**config.mk**
```make
export PLATFORM = sky130hd
export DESIGN_NAME = rcc_mul
export DESIGN_NICKNAME = d
export VERILOG_FILES = /design/src/design/rcc_mul.sv
export SDC_FILE = /design/constraint.sdc
export NUM_CORES = 2
export LEC_CHECK = 0
export ABC_AREA = 1
export BUFFER_PORTS_ARGS = -buffer_cell sky130_fd_sc_hd__buf_2
export CORE_ASPECT_RATIO = 1.25
export CORE_MARGIN = 5
export CORE_UTILIZATION = 45
export CTS_BUF_LIST = sky130_fd_sc_hd__clkbuf_2 sky130_fd_sc_hd__clkbuf_4 sky130_fd_sc_hd__clkbuf_8
export CTS_CLUSTER_DIAMETER = 60
export CTS_CLUSTER_SIZE = 16
export DETAILED_ROUTE_END_ITERATION = 8
export SYNTH_ARGS = -nofsm -noshare
export SYNTH_HDL_FRONTEND = slang
export SYNTH_SLANG_ARGS = --single-unit
```
**constraint.sdc**
```tcl
create_clock -name clk -period 8 [get_ports clk]
set_input_delay 0.4 -clock clk [delete_from_list [all_inputs] [get_ports clk]]
set_output_delay 0.4 -clock clk [all_outputs]
set_load 0.005 [all_outputs]
```
**src/design/rcc_mul.sv**
```systemverilog
// ----------------------------------------------------------------------------
// rcc_mul
// Shared unsigned magnitude multiplier with a registered product; the
// sequencer handles signs and rounding around it.
// ----------------------------------------------------------------------------
module rcc_mul (
    input  logic        clk,
    input  logic [33:0] op_a,
    input  logic [33:0] op_b,
    output logic [67:0] prod_reg
);
    // one product per cycle, ready the cycle after the operands
    always_ff @(posedge clk)
    begin
        prod_reg <= 68'(op_a) * 68'(op_b);
    end
endmodule

```
### Word level (Yosys, flattened, before mapping)

Cells that the tools add are included.

| word-level totals | value |
|---|---|
| logic and storage cells | 2 |
| input port bits | 69 |
| flip-flop bits (word level) | 68 |

| cells by class | value |
|---|---|
| multipliers | 1 |

Operators by type and width:

| operator | number |
|---|---|
| multiplier 34 x 34 -> 68 bit | 1 |

### Depth between registers and ports, before layout

| logic depth | value |
|---|---|
| depth in word-level cells | 1 |
| depth in mapped cells | 33 |
| mapped depth without buffers | 31 |

### Least setup slack after synthesis

OpenSTA, ideal clock, no wires.

| timing path | value |
|---|---|
| path kind | input-to-reg |
| start point | input op_b[10] |
| end point | register prod_reg[65] |
| slack | 1.587 ns |
| path buffers | 2 |
| data arrival time | 6.300 ns |
| stages | 26 |
| library setup time | 0.112 ns |
| data required time | 7.888 ns |
| cells stage by stage | clkbuf_1 > clkbuf_1 > nand2_1 > fa_1 > inv_1 > fa_1 > fa_1 > inv_1 > fa_1 > inv_1 > fa_1 > fa_1 > fa_1 > inv_1 > fa_1 > inv_1 > ha_1 > nand2_1 > nor2_2 > inv_2 > nor2_1 > nand2_1 > nor2_1 > nand2_1 > nand3_1 > nand2_1 |

| on the way | value |
|---|---|
| cells in the longest elaborated chain, start to end | 1 |

Ends and longest elaborated chain:

| item | RTL line | source |
|---|---|---|
| start, declared | 9 | `input logic [33:0] op_b,` |
| multiplier 34 x 34 -> 68 bit | 15 | `prod_reg <= 68'(op_a) * 68'(op_b);` |
| end signal, assigned | 15 |  |
| end, declared | 10 | `output logic [67:0] prod_reg` |

No other way between the ends.

### Worst setup path after layout

| timing path | value |
|---|---|
| start point | input op_b[12] |
| end point | register prod_reg[64] |

Same word-level chain as after synthesis.

==> metrics.md <==
| Metric | Value |
|---|---|
| Status | finished clean |
| Layout area overhead | 5.26% |
| Max FFs per register | 68 |
| Num CTS Buffers | 9 |
| CP Class | input pin to flop |
| GR peak layer | met2 |
| Die Wd | 282 microns |
| Critical Path Start Type | input pin |
| Least-Margin Pin Slew | 0.908 ns |
| Post-synthesis instance area | 41600 sq um |
| Met1 usage | 0.348 |
| Number of DRC markers in iteration 0 | 1926 |
| Cell taking the most area after synthesis | fa_1 |
| GRT met2 Usage | 0.427 |
| H-tree lvl count | 3 |
| Fin crit share | 0.880 |
| Largest net degree at the start of global routing | 35 |
| GRT met3 Usage | 0.0490 |
| Hold Crit Start | op_b[0] |
| Final Hold Viols | 0 |
| DR vias | 32700 |
| EDFF count, synth | 0 |
| Max FO, Critical Path | 26 |
| Setup TNS Final | 0 ns |
| Initial Utilization | 0.454 |
| Core area | 91700 sq um |
| Slew Limit Fails | 0 |
| Global-route wire length before repair | 197000 microns |
| Die Span Y | 350 microns |
| Via/cell ratio | 4.83 |
| Worst Hold Class | input pin to flop |
| Syn nets | 6955 |
| Global route overflow | 0 |
| Yosys top cell area share | 0.490 |
| ANT nets after route | 0 |
| Share of cells above drive strength 1 | 0.0525 |
| Nets | 6931 |
| Clock buffer depth | 2 |
| Ranking of synthesized cells by area | fa_1 (49%), inv_1 (17%), nand2_1 (16%) |
| I/O pin count | 137 |
| Clk root buf | clkbuf_8 |
| Clk pin slew, worst setup/hold paths | 0.08 ns |
| Yosys warning total | 0 |
| WHS Endpoint | prod_reg[0]$_DFF_P_ |
| CTS resizes | 0 |
| I/O Buffers | 136 |
| Commonest cells in the netlist | inv_1 (1846), nand2_1 (1781), fa_1 (1020) |
| Yosys reg bits | 68 |
| Mean Syn Cell Area | 7.46 sq um |
| Yosys cell types | 23 |
| # Post-CTS Setup Buffers | 0 |
| Crit path time final | 7.04 ns |
| Row count | 124 |
| Fmax | 142 MHz |
| CP Capture Type | flop |
| Gr usage total | 0.258 |
| Hold Crit Depth | 3 |
| Req. time, crit path | 8.29 ns |
| DRC | 0 |
| Dominant cell by count in the synthesized netlist | inv_1 |
| Final GP Congestion | 0.944 |
| Hold buffer count at cts | 0 |
| Count of final setup violators | 0 |
| CTS tree | yes |
| CTS Sinks | 68 |
| Drt wl/cell | 18.1 microns |
| CP Data Arrival Time | 7.33 ns |
| RSZ-0062 raised after global routing | false |
| Post-Synthesis Cells | 5582 |
| Max cap viols | 0 |
| Post-synthesis sequential area ratio | 0.0327 |
| Detailed Place HPWL | 106000 microns |
| FFs w/ async S/R, synth | 0 |
| Number of global-route vias before repair | 35500 |
| Slew HR | 0.395 |
| Synth Flop Type | dfxtp_1 |
| Die area | 98700 sq um |
| Final wirelength | 122000 microns |
| Initial antenna violation count | 8 |
| Drt first pass iters | 6 |
cell usage in the layout (no fill, tap or decap), types with 4 or more instances in the layout:
cell	Yosys	routed
inv_1	1846	1846
nand2_1	1781	1781
fa_1	1020	1020
ha_1	284	284
buf_2	0	136
nor2_1	104	104
buf_4	0	94
dfxtp_1	68	68
nand3_1	55	55
a21oi_1	43	43
xor2_1	34	34
nor2_2	12	12
nand4_1	11	11
clkbuf_8	0	11
nand2_2	10	10
nor3_1	10	10
nor3_2	7	7
buf_12	0	7
nand3_2	5	5
inv_2	5	5
diode_2	0	4
clkinv_1	4	4
final cells by class:
| class | count | area [sq um] |
|---|---|---|
| multi-input cells | 3387 | 32300 |
| inverters | 1855 | 6960 |
| fillers | 9241 | 47900 |
| diodes | 4 | 10.0 |
| clock buffers | 13 | 166 |
| repair buffers | 237 | 1530 |
| clock inverters | 2 | 10.0 |
| flip-flops and latches | 68 | 1360 |
| well taps | 1197 | 1500 |
stage by stage:
step | hold slack [ns] | cells | cell area (sq um) | worst slack [ns] | util
2_1_floorplan | 0.684 | 5582 | 41600 | 1.59 | -
3_3_place_gp | 0.778 | 6744 | 43600 | 0.559 | 0.476
3_5_place_dp | 0.779 | 6744 | 43600 | 0.583 | 0.476
4_1_cts | 0.561 | 6759 | 43800 | 0.983 | 0.478
5_1_grt | 0.622 | 6762 | 43800 | 0.661 | 0.478
6_report | 0.563 | 6763 | 43800 | 0.960 | 0.478
how the worst max path moves through the flow:
stage              from                   end  slack, ns
2_1_floorplan  op_b[10]  prod_reg[65]$_DFF_P_       1.59
3_3_place_gp   op_a[20]  prod_reg[63]$_DFF_P_       0.56
3_5_place_dp   op_a[20]  prod_reg[63]$_DFF_P_       0.58
4_1_cts        op_a[20]  prod_reg[63]$_DFF_P_       0.98
5_1_grt        op_b[12]  prod_reg[64]$_DFF_P_       0.66
6_report       op_b[12]  prod_reg[64]$_DFF_P_       0.96
routing by layer:
layer  wire, microns  up-vias
met1           51400    16300
met5              34        -
li1                -    15000
met2           57500     1056
met4            4280        6
met3            9030      216
worst max-delay path, stage by stage:
cell     delay (ns)
buf_2          0.59
buf_4          0.27
nand2_1        0.08
fa_1           0.50
fa_1           0.53
fa_1           0.54
inv_1          0.05
fa_1           0.48
fa_1           0.67
fa_1           0.47
fa_1           0.50
inv_1          0.05
fa_1           0.49
inv_1          0.05
ha_1           0.42
nand2_1        0.15
nor2_1         0.16
inv_1          0.10
nor2_1         0.30
a21oi_1        0.14
nand2_2        0.15
nand2_1        0.09
nand3_1        0.07
nand2_1        0.05
kinds of logic after synthesis:
family                     share of synthesized area
DFF                                           0.0327
adders and majority gates                      0.576
buffers and inverters                          0.192
xor gates and xnor gates                     0.00757
and+or+nand+nor                                0.187
AOI/OAI and AO/OA                            0.00553
Power is not shown: default switching activity piles up to over one toggle a cycle in this logic, so the estimate is an artifact.
